`config.mk`:
```
export PLATFORM = sky130hd
export DESIGN_NAME = lssd_cfg_regs
export DESIGN_NICKNAME = d
export VERILOG_FILES = /design/src/lssd_pkg.sv /design/src/lssd_cfg_regs.sv
export SDC_FILE = /design/constraint.sdc
export NUM_CORES = 1
export LEC_CHECK = 0
export ABC_AREA = 1
export BUFFER_PORTS_ARGS = -buffer_cell sky130_fd_sc_hd__buf_2
export CELL_PAD_IN_SITES_DETAIL_PLACEMENT = 1
export CELL_PAD_IN_SITES_GLOBAL_PLACEMENT = 2
export CORE_ASPECT_RATIO = 1.1
export CORE_MARGIN = 2
export CORE_UTILIZATION = 26
export DETAILED_ROUTE_END_ITERATION = 10
export PLACE_DENSITY = 0.77
export REMOVE_ABC_BUFFERS = 1
export SLEW_MARGIN = 20
export SYNTH_ARGS = -nofsm -noshare
export SYNTH_HDL_FRONTEND = slang
export SYNTH_SLANG_ARGS = --single-unit
```
`constraint.sdc`:
```
create_clock -name i_clk -period 1.1 [get_ports i_clk]
set_input_delay 0.22 -clock i_clk [delete_from_list [all_inputs] [get_ports i_clk]]
set_output_delay 0.22 -clock i_clk [all_outputs]
set_load 0.005 [all_outputs]
```
`src/lssd_pkg.sv`:
```
// ----------------------------------------------------------------------------
// lssd_pkg
// Types, register codes and constants shared by the swipe detector files.
// ----------------------------------------------------------------------------
package lssd_pkg;

    // Sample and index sizing
    localparam int SAMPLE_BITS = 12;
    localparam int MAX_VALUES  = 16;
    localparam int INDEX_BITS  = 4;
    localparam int COUNT_BITS  = 5;
    localparam int TIMER_BITS  = 16;
    localparam int CFG_IDX_BITS  = 3;
    localparam int CFG_DATA_BITS = 16;

    typedef logic [SAMPLE_BITS-1:0]   t_sample;
    typedef logic [INDEX_BITS-1:0]    t_index;
    typedef logic [COUNT_BITS-1:0]    t_count;
    typedef logic [TIMER_BITS-1:0]    t_timer;
    typedef logic [1:0]               t_mode;
    typedef logic [CFG_IDX_BITS-1:0]  t_cfg_idx;
    typedef logic [CFG_DATA_BITS-1:0] t_cfg_data;

    // Configuration register indexes
    localparam t_cfg_idx CFG_DEBOUNCE  = 3'd0;
    localparam t_cfg_idx CFG_MIN_SWIPE = 3'd1;
    localparam t_cfg_idx CFG_MAX_SWIPE = 3'd2;
    localparam t_cfg_idx CFG_RECAL     = 3'd3;
    localparam t_cfg_idx CFG_MODE      = 3'd4;
    localparam t_cfg_idx CFG_VCOUNT    = 3'd5;

    // Backlight modes; the unused code behaves as automatic
    localparam t_mode MODE_OFF  = 2'd0;
    localparam t_mode MODE_ON   = 2'd1;
    localparam t_mode MODE_AUTO = 2'd2;

    // Register reset values
    localparam t_timer RST_DEBOUNCE  = 16'd50;
    localparam t_timer RST_MIN_SWIPE = 16'd150;
    localparam t_timer RST_MAX_SWIPE = 16'd2500;
    localparam t_timer RST_RECAL     = 16'd60000;
    localparam t_mode  RST_MODE      = MODE_AUTO;
    localparam t_count RST_VCOUNT    = 5'd4;

    localparam t_timer  TIMER_MAX   = 16'hFFFF;
    localparam t_sample DARK_OFFSET = 12'd100;
    localparam t_count  COUNT_MAX   = t_count'(MAX_VALUES);
    localparam t_count  COUNT_MIN   = 5'd1;

    typedef struct packed {
        t_timer debounce_ticks;
        t_timer min_swipe_ticks;
        t_timer max_swipe_ticks;
        t_timer recal_interval_ticks;
        t_mode  display_mode;
        t_count value_count;
    } t_cfg;

    typedef struct packed {
        t_sample light_sample;
    } t_in_item;

    typedef struct packed {
        logic    swipe_seen;
        t_index  selected_index;
        logic    backlight_on;
        logic    stable_dark;
        t_sample dark_threshold;
        logic    recalibrated;
    } t_out_item;

    // Threshold from one sample: max(0, min(floor(3v/4), v-100))
    function automatic t_sample calc_threshold(input t_sample v);
        logic [SAMPLE_BITS+1:0] triple;
        t_sample                three_q;
        t_sample                offset;
        triple  = {2'b00, v} + {1'b0, v, 1'b0};
        three_q = triple[SAMPLE_BITS+1:2];
        offset  = (v >= DARK_OFFSET) ? (v - DARK_OFFSET) : '0;
        return (three_q < offset) ? three_q : offset;
    endfunction

endpackage

```
`src/lssd_cfg_regs.sv`:
```
// ----------------------------------------------------------------------------
// lssd_cfg_regs
// Configuration register file written through a plain write port.
// ----------------------------------------------------------------------------
module lssd_cfg_regs (
    input  logic               i_clk,
    input  logic               i_rst_n,
    input  logic               i_cfg_we,
    input  lssd_pkg::t_cfg_idx i_cfg_idx,
    input  lssd_pkg::t_cfg_data i_cfg_wdata,
    output lssd_pkg::t_cfg     o_cfg
);

    lssd_pkg::t_cfg r_cfg;

    // Write the addressed register; ignore indexes beyond the list
    always_ff @(posedge i_clk) begin
        if (!i_rst_n) begin
            r_cfg.debounce_ticks       <= lssd_pkg::RST_DEBOUNCE;
            r_cfg.min_swipe_ticks      <= lssd_pkg::RST_MIN_SWIPE;
            r_cfg.max_swipe_ticks      <= lssd_pkg::RST_MAX_SWIPE;
            r_cfg.recal_interval_ticks <= lssd_pkg::RST_RECAL;
            r_cfg.display_mode         <= lssd_pkg::RST_MODE;
            r_cfg.value_count          <= lssd_pkg::RST_VCOUNT;
        end else if (i_cfg_we) begin
            unique case (i_cfg_idx)
                lssd_pkg::CFG_DEBOUNCE:  r_cfg.debounce_ticks       <= i_cfg_wdata;
                lssd_pkg::CFG_MIN_SWIPE: r_cfg.min_swipe_ticks      <= i_cfg_wdata;
                lssd_pkg::CFG_MAX_SWIPE: r_cfg.max_swipe_ticks      <= i_cfg_wdata;
                lssd_pkg::CFG_RECAL:     r_cfg.recal_interval_ticks <= i_cfg_wdata;
                lssd_pkg::CFG_MODE:      r_cfg.display_mode         <= i_cfg_wdata[1:0];
                lssd_pkg::CFG_VCOUNT:    r_cfg.value_count <= i_cfg_wdata[lssd_pkg::COUNT_BITS-1:0];
                default: ;
            endcase
        end
    end

    assign o_cfg = r_cfg;

endmodule

```
==> metrics.md <==
| Metric | Value |
|---|---|
| Outcome | finished, final reports clean |
| CP Buf/Inv Count | 1 |
| Final Max Tran Viols | 0 |
| Placed insts | 631 |
| Clk network pwr share | 0.457 |
| Final period utilization | 0.950 |
| Depth of the CTS H-tree | 3 |
| Post-synth ARST share | 0 |
| Largest net degree at the start of global routing | 40 |
| Routability Congestion | 0.740 |
| Syn_area_per_cell | 7.12 µm² |
| Synth top area cells | dfxtp_1 50%, nor2_1 14%, nand2_1 13% |
| Synth area leader | dfxtp_1 |
| RSZ-0062 raised after global routing | no |
| Largest delay share family, worst path | flip-flops |
| Final Hold Fails | 0 |
| Netlist Area Pre-Place | 2820 µm² |
| Sequential power share | 0.441 |
| Origin of the critical flop-to-flop path | o_cfg[15] |
| Setup bufs post-CTS | 0 |
| Register bit total from synthesis | 71 |
| Vias in the first global route | 2781 |
| Measured slew at the worst slew-check pin | 485 ps |
| Top-Level Pins | 93 |
| EDFF count, synth | 0 |
| CTS root buffer | clkbuf_16 |
| Initial DRC count | 118 |
| CTS Buf Count | 9 |
| Fmax | 957 MHz |
| CP Class | reg2out |
| Max-cap violations | 0 |
| Slowest stage delay, CP | 370 ps |
| Critical Path AT | 820 ps |
| Final cell count without fillers | 646 |
| Psw | 1.50 mW |
| R2R Setup Slk | 510 ps |
| DP HPWL | 6.61 mm |
| Switching share of power | 0.244 |
| WL final | 9.13 mm |
| PD cells | 1600 nW/µm² |
| Vias | 2836 |
| Top cells by count, synth | 104 x nor2_1, 98 x nand2_1, 71 x dfxtp_1, 71 x nand3_1, 19 x inv_1 |
| Worst EP required | 880 ps |
| Setup TNS | 0 ps |
| Maximum vdd drop | 0.813 mV |
| Register area share after synthesis | 0.504 |
| First-pass GRT wire length | 14.4 mm |
| Drt first pass iters | 4 |
| TritonCTS clock tree | yes |
| Place WS | -171 ps |
| Final #Nets | 521 |
| Clk slew on worst S/H paths | 60 ps |
| Combinational Power Share | 0.101 |
| Post-route ant nets | 0 |
| Cts repair resizes | 0 |
| Vias/cell | 4.39 |
| Starting Density | 0.269 |
| Ys flop type | dfxtp_1 |
| Die area | 11700 µm² |
| P_int | 4.65 mW |
| Wirelength per Cell | 14.1 µm |
| Worst setup path endpoint | o_cfg[56] |
| Antenna violations before repair | 0 |
| Cell with the most instances after synthesis | nor2_1 |
| Yosys top cell area share | 0.504 |
| Clock skew | 0 ps |
| Rel. slew slack | 0.676 |
| Clock Sink Count | 71 |
| Final routed DRC violation total | 0 |
| Worst path depth | 1 |
| Max reg flops | 71 |
| CP Launch Type | flip-flop |
| Post-route minimum period | 1040 ps |
| Port Buf Inserts | 92 |
| Crit path capture type | output pin |
| Setup violators final | 0 |
| Die Wd | 103 µm |
| Worst reg2reg path depth | 2 |
| Overall Power | 6.15 mW |
| Global route overflow | 0 |
| Core ar. | 10500 µm² |
| Std cell rows | 39 |
| Slowest stage cell, crit path | dfxtp_1 |
| Post-synthesis cell type count | 17 |
| Top fanout value on the critical path | 2 |
| Die height | 113 µm |
| All-layer global routing usage | 0.164 |
| N_diodes | 0 |
| Pleak | 1.88 nW |
| Setup slack after layout | 55.3 ps |
| Area Growth Syn to Fin | 36.0% |
| Worst-path cell chain | buf_2 |
| # fillers | 1344 |
| Ys Warns | 0 |
| Post-synthesis cell count | 396 |
| CP startpoint | o_cfg[56] |
| Worst reg2reg endpoint | o_cfg[15] |
| Fraction of layout cells with a size suffix above 1 | 0.274 |
| Worst skew pair latency | 320 ps |
| Worst hold-check path type | in2reg |
| CTS max path bufs | 2 |
| Hold buffers post-CTS | 0 |
## worst min path at each step
stage,from,endpoint,slack [ps],cells after the start
6_report,i_cfg_wdata[8],o_cfg[31],110,3
5_1_grt,i_cfg_wdata[8],o_cfg[31],130,3
4_1_cts,i_cfg_wdata[8],o_cfg[31],100,3
3_5_place_dp,o_cfg[18],o_cfg[18],440,2
3_3_place_gp,i_cfg_wdata[8],o_cfg[31],440,3
2_1_floorplan,i_rst_n,o_cfg[25],300,1
## kinds of logic after synthesis
kind of cell    after synthesis  synth area share
buf+inv                      42            0.0714
simple gates                281             0.421
compound gates                2           0.00355
flops                        71             0.504
## layer usage
metal	wire (µm)	share of wire	track usage
met1	4110	0.45	0.202
met3	362	0.040	0.0389
met4	175	0.019	0.0675
met2	4480	0.49	0.271
met5	0	0	0
## per-stage QoR
| stage | util | cell area (µm²) | hold slack (ps) |
|---|---|---|---|
| final | 0.366 | 3840 | 112 |
| after global routing | 0.366 | 3840 | 127 |
| after CTS | 0.366 | 3830 | 103 |
| after detailed placement | 0.338 | 3550 | 439 |
| after global placement | 0.338 | 3550 | 439 |
| after floorplan | - | 2700 | 305 |
## power by group through the flow
stage	logic [mW]	registers, mW	clock network, mW
finish	0.623	2.71	2.81
CTS	0.638	2.72	2.92
global route	0.706	2.72	3.03
detailed placement	0.636	2.77	0
floorplan	0.270	2.77	0
global placement	0.620	2.77	0
## cell type report
type | count | area, µm² | share of cell area
sequential | 71 | 1420 | 0.371
inverter | 22 | 82.6 | 0.0215
clock buffer | 9 | 225 | 0.0587
clock inverter | 6 | 62.6 | 0.0163
tap | 143 | 179 | 0.0466
timing repair buffer | 112 | 661 | 0.172
multi-input combinational | 283 | 1200 | 0.314
## layout by cell type, fill, tap and decap left out, drive strengths merged
master	netlist	routed
nand3	71	71
dfxtp	71	71
buf	15	112
nand2	100	100
o21ai	2	2
clkinv	1	3
nor2	110	110
inv	21	21
clkinvlp	0	3
clkbuf	5	9
bufinv	0	1
(Power assumes the default switching activity.)
