==> config.mk <==
export PLATFORM = sky130hd
export DESIGN_NAME = lssd_core
export DESIGN_NICKNAME = d
export VERILOG_FILES = /design/src/lssd_pkg.sv /design/src/lssd_core.sv
export SDC_FILE = /design/constraint.sdc
export NUM_CORES = 1
export LEC_CHECK = 0
export BUFFER_PORTS_ARGS = -buffer_cell sky130_fd_sc_hd__buf_2
export CORE_ASPECT_RATIO = 0.7
export CORE_UTILIZATION = 40
export CTS_CLUSTER_SIZE = 10
export DETAILED_ROUTE_END_ITERATION = 7
export PLACE_DENSITY = 0.69
export RECOVER_POWER = 50
export SLEW_MARGIN = 15
export SYNTH_ARGS = -nofsm -noshare
export SYNTH_HDL_FRONTEND = slang
export SYNTH_SLANG_ARGS = --single-unit
==> constraint.sdc <==
create_clock -name i_clk -period 13.7 [get_ports i_clk]
set_clock_uncertainty 0.15 [all_clocks]
set_input_delay 2.74 -clock i_clk [delete_from_list [all_inputs] [get_ports i_clk]]
set_output_delay 2.74 -clock i_clk [all_outputs]
set_load 0.01 [all_outputs]
==> src/lssd_pkg.sv <==
// ----------------------------------------------------------------------------
// lssd_pkg
// Types, register codes and constants shared by the swipe detector files.
// ----------------------------------------------------------------------------
package lssd_pkg;

    // Sample and index sizing
    localparam int SAMPLE_BITS = 12;
    localparam int MAX_VALUES  = 16;
    localparam int INDEX_BITS  = 4;
    localparam int COUNT_BITS  = 5;
    localparam int TIMER_BITS  = 16;
    localparam int CFG_IDX_BITS  = 3;
    localparam int CFG_DATA_BITS = 16;

    typedef logic [SAMPLE_BITS-1:0]   t_sample;
    typedef logic [INDEX_BITS-1:0]    t_index;
    typedef logic [COUNT_BITS-1:0]    t_count;
    typedef logic [TIMER_BITS-1:0]    t_timer;
    typedef logic [1:0]               t_mode;
    typedef logic [CFG_IDX_BITS-1:0]  t_cfg_idx;
    typedef logic [CFG_DATA_BITS-1:0] t_cfg_data;

    // Configuration register indexes
    localparam t_cfg_idx CFG_DEBOUNCE  = 3'd0;
    localparam t_cfg_idx CFG_MIN_SWIPE = 3'd1;
    localparam t_cfg_idx CFG_MAX_SWIPE = 3'd2;
    localparam t_cfg_idx CFG_RECAL     = 3'd3;
    localparam t_cfg_idx CFG_MODE      = 3'd4;
    localparam t_cfg_idx CFG_VCOUNT    = 3'd5;

    // Backlight modes; the unused code behaves as automatic
    localparam t_mode MODE_OFF  = 2'd0;
    localparam t_mode MODE_ON   = 2'd1;
    localparam t_mode MODE_AUTO = 2'd2;

    // Register reset values
    localparam t_timer RST_DEBOUNCE  = 16'd50;
    localparam t_timer RST_MIN_SWIPE = 16'd150;
    localparam t_timer RST_MAX_SWIPE = 16'd2500;
    localparam t_timer RST_RECAL     = 16'd60000;
    localparam t_mode  RST_MODE      = MODE_AUTO;
    localparam t_count RST_VCOUNT    = 5'd4;

    localparam t_timer  TIMER_MAX   = 16'hFFFF;
    localparam t_sample DARK_OFFSET = 12'd100;
    localparam t_count  COUNT_MAX   = t_count'(MAX_VALUES);
    localparam t_count  COUNT_MIN   = 5'd1;

    typedef struct packed {
        t_timer debounce_ticks;
        t_timer min_swipe_ticks;
        t_timer max_swipe_ticks;
        t_timer recal_interval_ticks;
        t_mode  display_mode;
        t_count value_count;
    } t_cfg;

    typedef struct packed {
        t_sample light_sample;
    } t_in_item;

    typedef struct packed {
        logic    swipe_seen;
        t_index  selected_index;
        logic    backlight_on;
        logic    stable_dark;
        t_sample dark_threshold;
        logic    recalibrated;
    } t_out_item;

    // Threshold from one sample: max(0, min(floor(3v/4), v-100))
    function automatic t_sample calc_threshold(input t_sample v);
        logic [SAMPLE_BITS+1:0] triple;
        t_sample                three_q;
        t_sample                offset;
        triple  = {2'b00, v} + {1'b0, v, 1'b0};
        three_q = triple[SAMPLE_BITS+1:2];
        offset  = (v >= DARK_OFFSET) ? (v - DARK_OFFSET) : '0;
        return (three_q < offset) ? three_q : offset;
    endfunction

endpackage

==> src/lssd_core.sv <==
// ----------------------------------------------------------------------------
// lssd_core
// Detector state, per-tick update logic and the result register.
// ----------------------------------------------------------------------------
module lssd_core (
    input  logic                i_clk,
    input  logic                i_rst_n,
    input  lssd_pkg::t_cfg      i_cfg,
    input  logic                i_item_valid,
    input  lssd_pkg::t_sample   i_sample,
    output logic                o_take,
    output logic                o_out_valid,
    input  logic                i_out_ready,
    output lssd_pkg::t_out_item o_out_item
);

    // Detector state
    lssd_pkg::t_sample r_thresh;
    logic              r_calibrated;
    logic              r_last_dark;
    lssd_pkg::t_timer  r_debounce_cnt;
    logic              r_stable_dark;
    lssd_pkg::t_timer  r_dark_cnt;
    lssd_pkg::t_timer  r_recal_cnt;
    logic              r_auto_bl;
    lssd_pkg::t_index  r_index;

    lssd_pkg::t_sample n_thresh;
    logic              n_calibrated;
    lssd_pkg::t_timer  n_debounce_cnt;
    logic              n_stable_dark;
    lssd_pkg::t_timer  n_dark_cnt;
    lssd_pkg::t_timer  n_recal_cnt;
    logic              n_auto_bl;
    lssd_pkg::t_index  n_index;

    // Result register
    logic                r_out_valid;
    lssd_pkg::t_out_item r_out_item;
    lssd_pkg::t_out_item n_out_item;

    lssd_pkg::t_sample cal_thresh;
    lssd_pkg::t_count  eff_count;
    lssd_pkg::t_count  idx_inc;
    logic              dark;
    logic              stable;
    logic              swipe;
    logic              recal;
    logic              bl_now;
    logic              is_auto;

    // Take an item when the result register is free or being emptied
    assign o_take = i_item_valid && (!r_out_valid || i_out_ready);

    assign cal_thresh = lssd_pkg::calc_threshold(i_sample);
    assign is_auto    = (i_cfg.display_mode != lssd_pkg::MODE_OFF) &&
                        (i_cfg.display_mode != lssd_pkg::MODE_ON);

    // Clamp the value count to 1..MAX_VALUES
    always_comb begin
        priority if (i_cfg.value_count < lssd_pkg::COUNT_MIN) begin
            eff_count = lssd_pkg::COUNT_MIN;
        end else if (i_cfg.value_count > lssd_pkg::COUNT_MAX) begin
            eff_count = lssd_pkg::COUNT_MAX;
        end else begin
            eff_count = i_cfg.value_count;
        end
    end

    assign idx_inc = {1'b0, r_index} + lssd_pkg::t_count'(1);

    // Backlight drive before this tick's update
    always_comb begin
        unique case (i_cfg.display_mode)
            lssd_pkg::MODE_OFF: bl_now = 1'b0;
            lssd_pkg::MODE_ON:  bl_now = 1'b1;
            default:            bl_now = r_auto_bl;
        endcase
    end

    // One tick: advance timers, calibrate, classify, debounce, evaluate
    always_comb begin
        n_thresh      = r_thresh;
        n_calibrated  = r_calibrated;
        n_stable_dark = r_stable_dark;
        n_auto_bl     = r_auto_bl;
        n_index       = r_index;
        swipe         = 1'b0;
        recal         = 1'b0;

        n_debounce_cnt = (r_debounce_cnt == lssd_pkg::TIMER_MAX) ? r_debounce_cnt
                       : r_debounce_cnt + lssd_pkg::t_timer'(1);
        n_dark_cnt     = (r_dark_cnt == lssd_pkg::TIMER_MAX) ? r_dark_cnt
                       : r_dark_cnt + lssd_pkg::t_timer'(1);
        n_recal_cnt    = (r_recal_cnt == lssd_pkg::TIMER_MAX) ? r_recal_cnt
                       : r_recal_cnt + lssd_pkg::t_timer'(1);

        // First sample or interval expired: recalibrate
        if (!r_calibrated || n_recal_cnt > i_cfg.recal_interval_ticks) begin
            n_thresh     = cal_thresh;
            n_calibrated = 1'b1;
            n_recal_cnt  = '0;
            recal        = 1'b1;
        end

        dark = i_sample <= n_thresh;
        if (dark != r_last_dark) begin
            n_debounce_cnt = '0;
        end
        stable = n_debounce_cnt > i_cfg.debounce_ticks;

        if (stable) begin
            if (dark && !r_stable_dark) begin
                // Dark period starts
                n_stable_dark = 1'b1;
                n_dark_cnt    = '0;
            end else if (dark) begin
                // Long darkness: room lights changed
                if (n_dark_cnt > i_cfg.max_swipe_ticks && bl_now) begin
                    n_thresh     = cal_thresh;
                    n_calibrated = 1'b1;
                    n_recal_cnt  = '0;
                    recal        = 1'b1;
                    if (is_auto) begin
                        n_auto_bl = 1'b0;
                    end
                end
            end else if (r_stable_dark) begin
                // Light ends a dark period
                n_stable_dark = 1'b0;
                if (n_dark_cnt >= i_cfg.min_swipe_ticks &&
                    n_dark_cnt <= i_cfg.max_swipe_ticks) begin
                    n_index = (idx_inc >= eff_count) ? '0
                            : idx_inc[lssd_pkg::INDEX_BITS-1:0];
                    swipe   = 1'b1;
                end else if (n_dark_cnt > i_cfg.max_swipe_ticks) begin
                    n_thresh     = cal_thresh;
                    n_calibrated = 1'b1;
                    n_recal_cnt  = '0;
                    recal        = 1'b1;
                    if (is_auto) begin
                        n_auto_bl = 1'b1;
                    end
                end
            end
        end

        n_out_item.swipe_seen     = swipe;
        n_out_item.selected_index = n_index;
        unique case (i_cfg.display_mode)
            lssd_pkg::MODE_OFF: n_out_item.backlight_on = 1'b0;
            lssd_pkg::MODE_ON:  n_out_item.backlight_on = 1'b1;
            default:            n_out_item.backlight_on = n_auto_bl;
        endcase
        n_out_item.stable_dark    = n_stable_dark;
        n_out_item.dark_threshold = n_thresh;
        n_out_item.recalibrated   = recal;
    end

    // Commit state on each taken item
    always_ff @(posedge i_clk) begin
        if (!i_rst_n) begin
            r_thresh       <= '0;
            r_calibrated   <= 1'b0;
            r_last_dark    <= 1'b0;
            r_debounce_cnt <= '0;
            r_stable_dark  <= 1'b0;
            r_dark_cnt     <= '0;
            r_recal_cnt    <= '0;
            r_auto_bl      <= 1'b1;
            r_index        <= '0;
        end else if (o_take) begin
            r_thresh       <= n_thresh;
            r_calibrated   <= n_calibrated;
            r_last_dark    <= dark;
            r_debounce_cnt <= n_debounce_cnt;
            r_stable_dark  <= n_stable_dark;
            r_dark_cnt     <= n_dark_cnt;
            r_recal_cnt    <= n_recal_cnt;
            r_auto_bl      <= n_auto_bl;
            r_index        <= n_index;
        end
    end

    // Hold the result until the sink takes it
    always_ff @(posedge i_clk) begin
        if (!i_rst_n) begin
            r_out_valid <= 1'b0;
        end else if (o_take) begin
            r_out_valid <= 1'b1;
        end else if (i_out_ready) begin
            r_out_valid <= 1'b0;
        end
    end

    always_ff @(posedge i_clk) begin
        if (o_take) begin
            r_out_item <= n_out_item;
        end
    end

    assign o_out_valid = r_out_valid;
    assign o_out_item  = r_out_item;

endmodule

==> impl_metrics.ini <==
[critical_path]
cp_top_family = compound AO/OA/AOI/OAI gates
cp.arrival_ps = 12120
cp-start-kind = input pin
worstSetupPathType = in -> reg
cp.required_ps = 13630
crit_buf_inv = 5
endpoint_kind = flop
worst_r2r_path_depth = 30
cp_max_fo = 28
cp_slowest_cell = xnor2_4
slowest_delay_ps = 690
crit_cells = 35

[floorplan]
rows = 43
start_util_pct = 41.6
boundaryPins = 109
die_w_um = 175
core_area_sq_um = 20200
fp.dieH_um = 123
die-area_sq_um = 21600

[clock_tree]
ctsRootBufferMaster = clkbuf_16
cts_tree = built
cts-buffers-inserted = 9
clk_path_buf_depth = 2
clkTransAtPathRegs_ps = 70
cts.sinks = 89
clock_latency_ps = 340
cts_setup_buffers = 0
hold_buffers = 0
cts_max_level = 3
post_cts_resized = 0

[pwr]
switching_power_w = 0.000260
leakage_nw = 4.37
power_frac_clock_pct = 34.3
combPwrFrac_pct = 29.7
internal_power_w = 0.000559
p_sw_share_pct = 31.7
power_frac_seq_pct = 36.0
ir_drop_mv = 0.0547
power.total_w = 0.000819
powerDensity_nw_per_um2 = 86.6

[synthesis]
yosysWarnings = 0
synth_area_sq_um = 8390
syn_avg_cell_area_sq_um = 8.28
synth-edff-count = 20
synth_top_cell_by_area = ha_1
ys_ff_latch = 89
synth-main-ff-cell = dfxtp_1
ys_top_cells_by_area = ha_1 18%, dfxtp_1 16%, edfxtp_1 7.2%
synthArstFlopShare_pct = 0
netlist_instances = 1014
ys_seq_area_share_pct = 23.6
syn_nets = 1223
synth_cell_type_count = 79
synth.top_cell.area_share_pct = 18.0

[global_route]
grt_max_degree = 73
track_usage_pct = 19.7
grt_pass1_wl_um = 34500
grt.overflow.total = 0
grt_pass1_vias = 6948
antenna_found_initial = 0

[timing]
min_period_ps = 12180
rsz0062_at_grt = false
max-slew-margin-rel_pct = -114
setup_viol = 0
final.setup.tns_ps = 0
slew_viol_final = 173
layout_setup_ws_ps = 1520
fmaxAchievable_mhz = 82.1
hold_violations = 0
worst_pin_slew_ps = 3200
fin_crit_sh_pct = 88.9

[finish]
antenna_cells = 0
syn_to_final_growth_pct = 12.6
final_cell_mix = 121 x ha_1, 105 x inv_1, 86 x buf_2
final_common_cell = ha_1
final_core_util_pct = 46.8
drive_gt1_share_pct = 12.9
n_fill_cell = 1995
fin_nets = 1317

[detailed_routing]
drt_iter0_drc = 633
first_pass_iters = 5
wl_um = 21200
drc = 0
vias = 7568
ant_nets = 0
drt-vias-per-instance = 5.48
wl_per_cell_um = 15.4

[outcome]
status = finished with violations
violations = capacitance limit, slew limit

[hold_path]
hold_path.class = reg -> reg
hold_depth = 2

[placement]
place_congestion = 0.860
dp_slack_ps = 1920
place_hpwl_um = 16400
io_buffer_count = 108

[flow_run]
cap_violations = 3
-- worst register-to-register path, delay by kind of cell (launching register included) --
| family | cells | cell delay, ps |
|---|---|---|
| compound gates | 13 | 3420 |
| fa+ha+maj | 3 | 830 |
| buf+inv | 2 | 650 |
| simple gates | 8 | 2000 |
| mux | 2 | 620 |
| xor+xnor | 2 | 830 |
| flops | 1 | 450 |
-- path summary, 6_finish.rpt --
| kind | slack (ps) | to | startpoint |
|---|---|---|---|
| worst max-delay path | 1520 | o_out_item[3] | i_sample[1] |
| worst min-delay path | 330 | r_stable_dark | r_stable_dark |
| worst max register to register | 4530 | o_out_item[3] | r_recal_cnt[4] |
| worst min register to register | 330 | r_stable_dark | r_stable_dark |
-- power by group through the flow --
stage               combinational (W)  sequential, W  clock [W]
floorplan                    0.000174       0.000301          0
global placement             0.000237       0.000300          0
detailed placement           0.000243       0.000300          0
CTS                          0.000245       0.000295   0.000286
global route                 0.000272       0.000297   0.000295
finish                       0.000243       0.000295   0.000281
-- sequential cells by signal, indices dropped and copies added, names as in the netlist, 4 cells and up --
name,cells
r_thresh,12
o_out_item,20
r_dark_cnt,16
r_index,4
r_debounce_cnt,16
r_recal_cnt,16
-- metrics by stage --
step / hold slack (ps) / cell area [sq um] / cells
after floorplan: 295 / 8390 / 1014
after global placement: 307 / 9170 / 1367
after detailed placement: 328 / 9170 / 1367
after CTS: 337 / 9500 / 1382
after global routing: 381 / 9450 / 1382
final: 332 / 9450 / 1382
-- synthesized netlist by cell type, types with 9 or more instances --
library cell  instances
xor2_1               18
o31ai_1              12
xnor2_1              35
a31o_2               12
mux2_1               10
o21a_1               13
edfxtp_1             20
clkbuf_1             21
dfxtp_1              69
a21o_1               14
and3_1               13
ha_1                121
o21ai_0              38
mux2i_1              26
and4_1                9
a21oi_1              60
nand4_1              24
or3_1                13
inv_1               105
nor2_1               62
nand3_1              62
nor3_1               23
nand2_1              82
-- cell type report --
cell class	instances	area (sq um)	area share (%)
multi-input cells	787	5850	61.9
clock buffers	9	225	2.38
repair buffers	114	543	5.75
clock inverters	6	108	1.14
well taps	270	338	3.57
inverters	107	402	4.25
flip-flops and latches	89	1980	21.0
-- kinds of logic after synthesis --
| family | Yosys count | synth area share [%] |
|---|---|---|
| AO/OA/AOI/OAI | 234 | 19.9 |
| XOR/XNOR | 54 | 5.86 |
| adder cells (fa/ha/maj) | 122 | 18.3 |
| buffers and inverters | 138 | 6.56 |
| flip-flops | 89 | 23.6 |
| multiplexers | 42 | 5.25 |
| AND/OR/NAND/NOR | 335 | 20.5 |
-- layer usage --
layer	GRT usage, %	part of all wire, %	up-vias
met4	2.72	0.59	0
met2	29.8	41	197
met5	0	0	-
met1	30.0	53	3482
met3	2.80	5.6	14
li1	-	-	3875
Note: power is estimated with default switching activity, not from simulation.
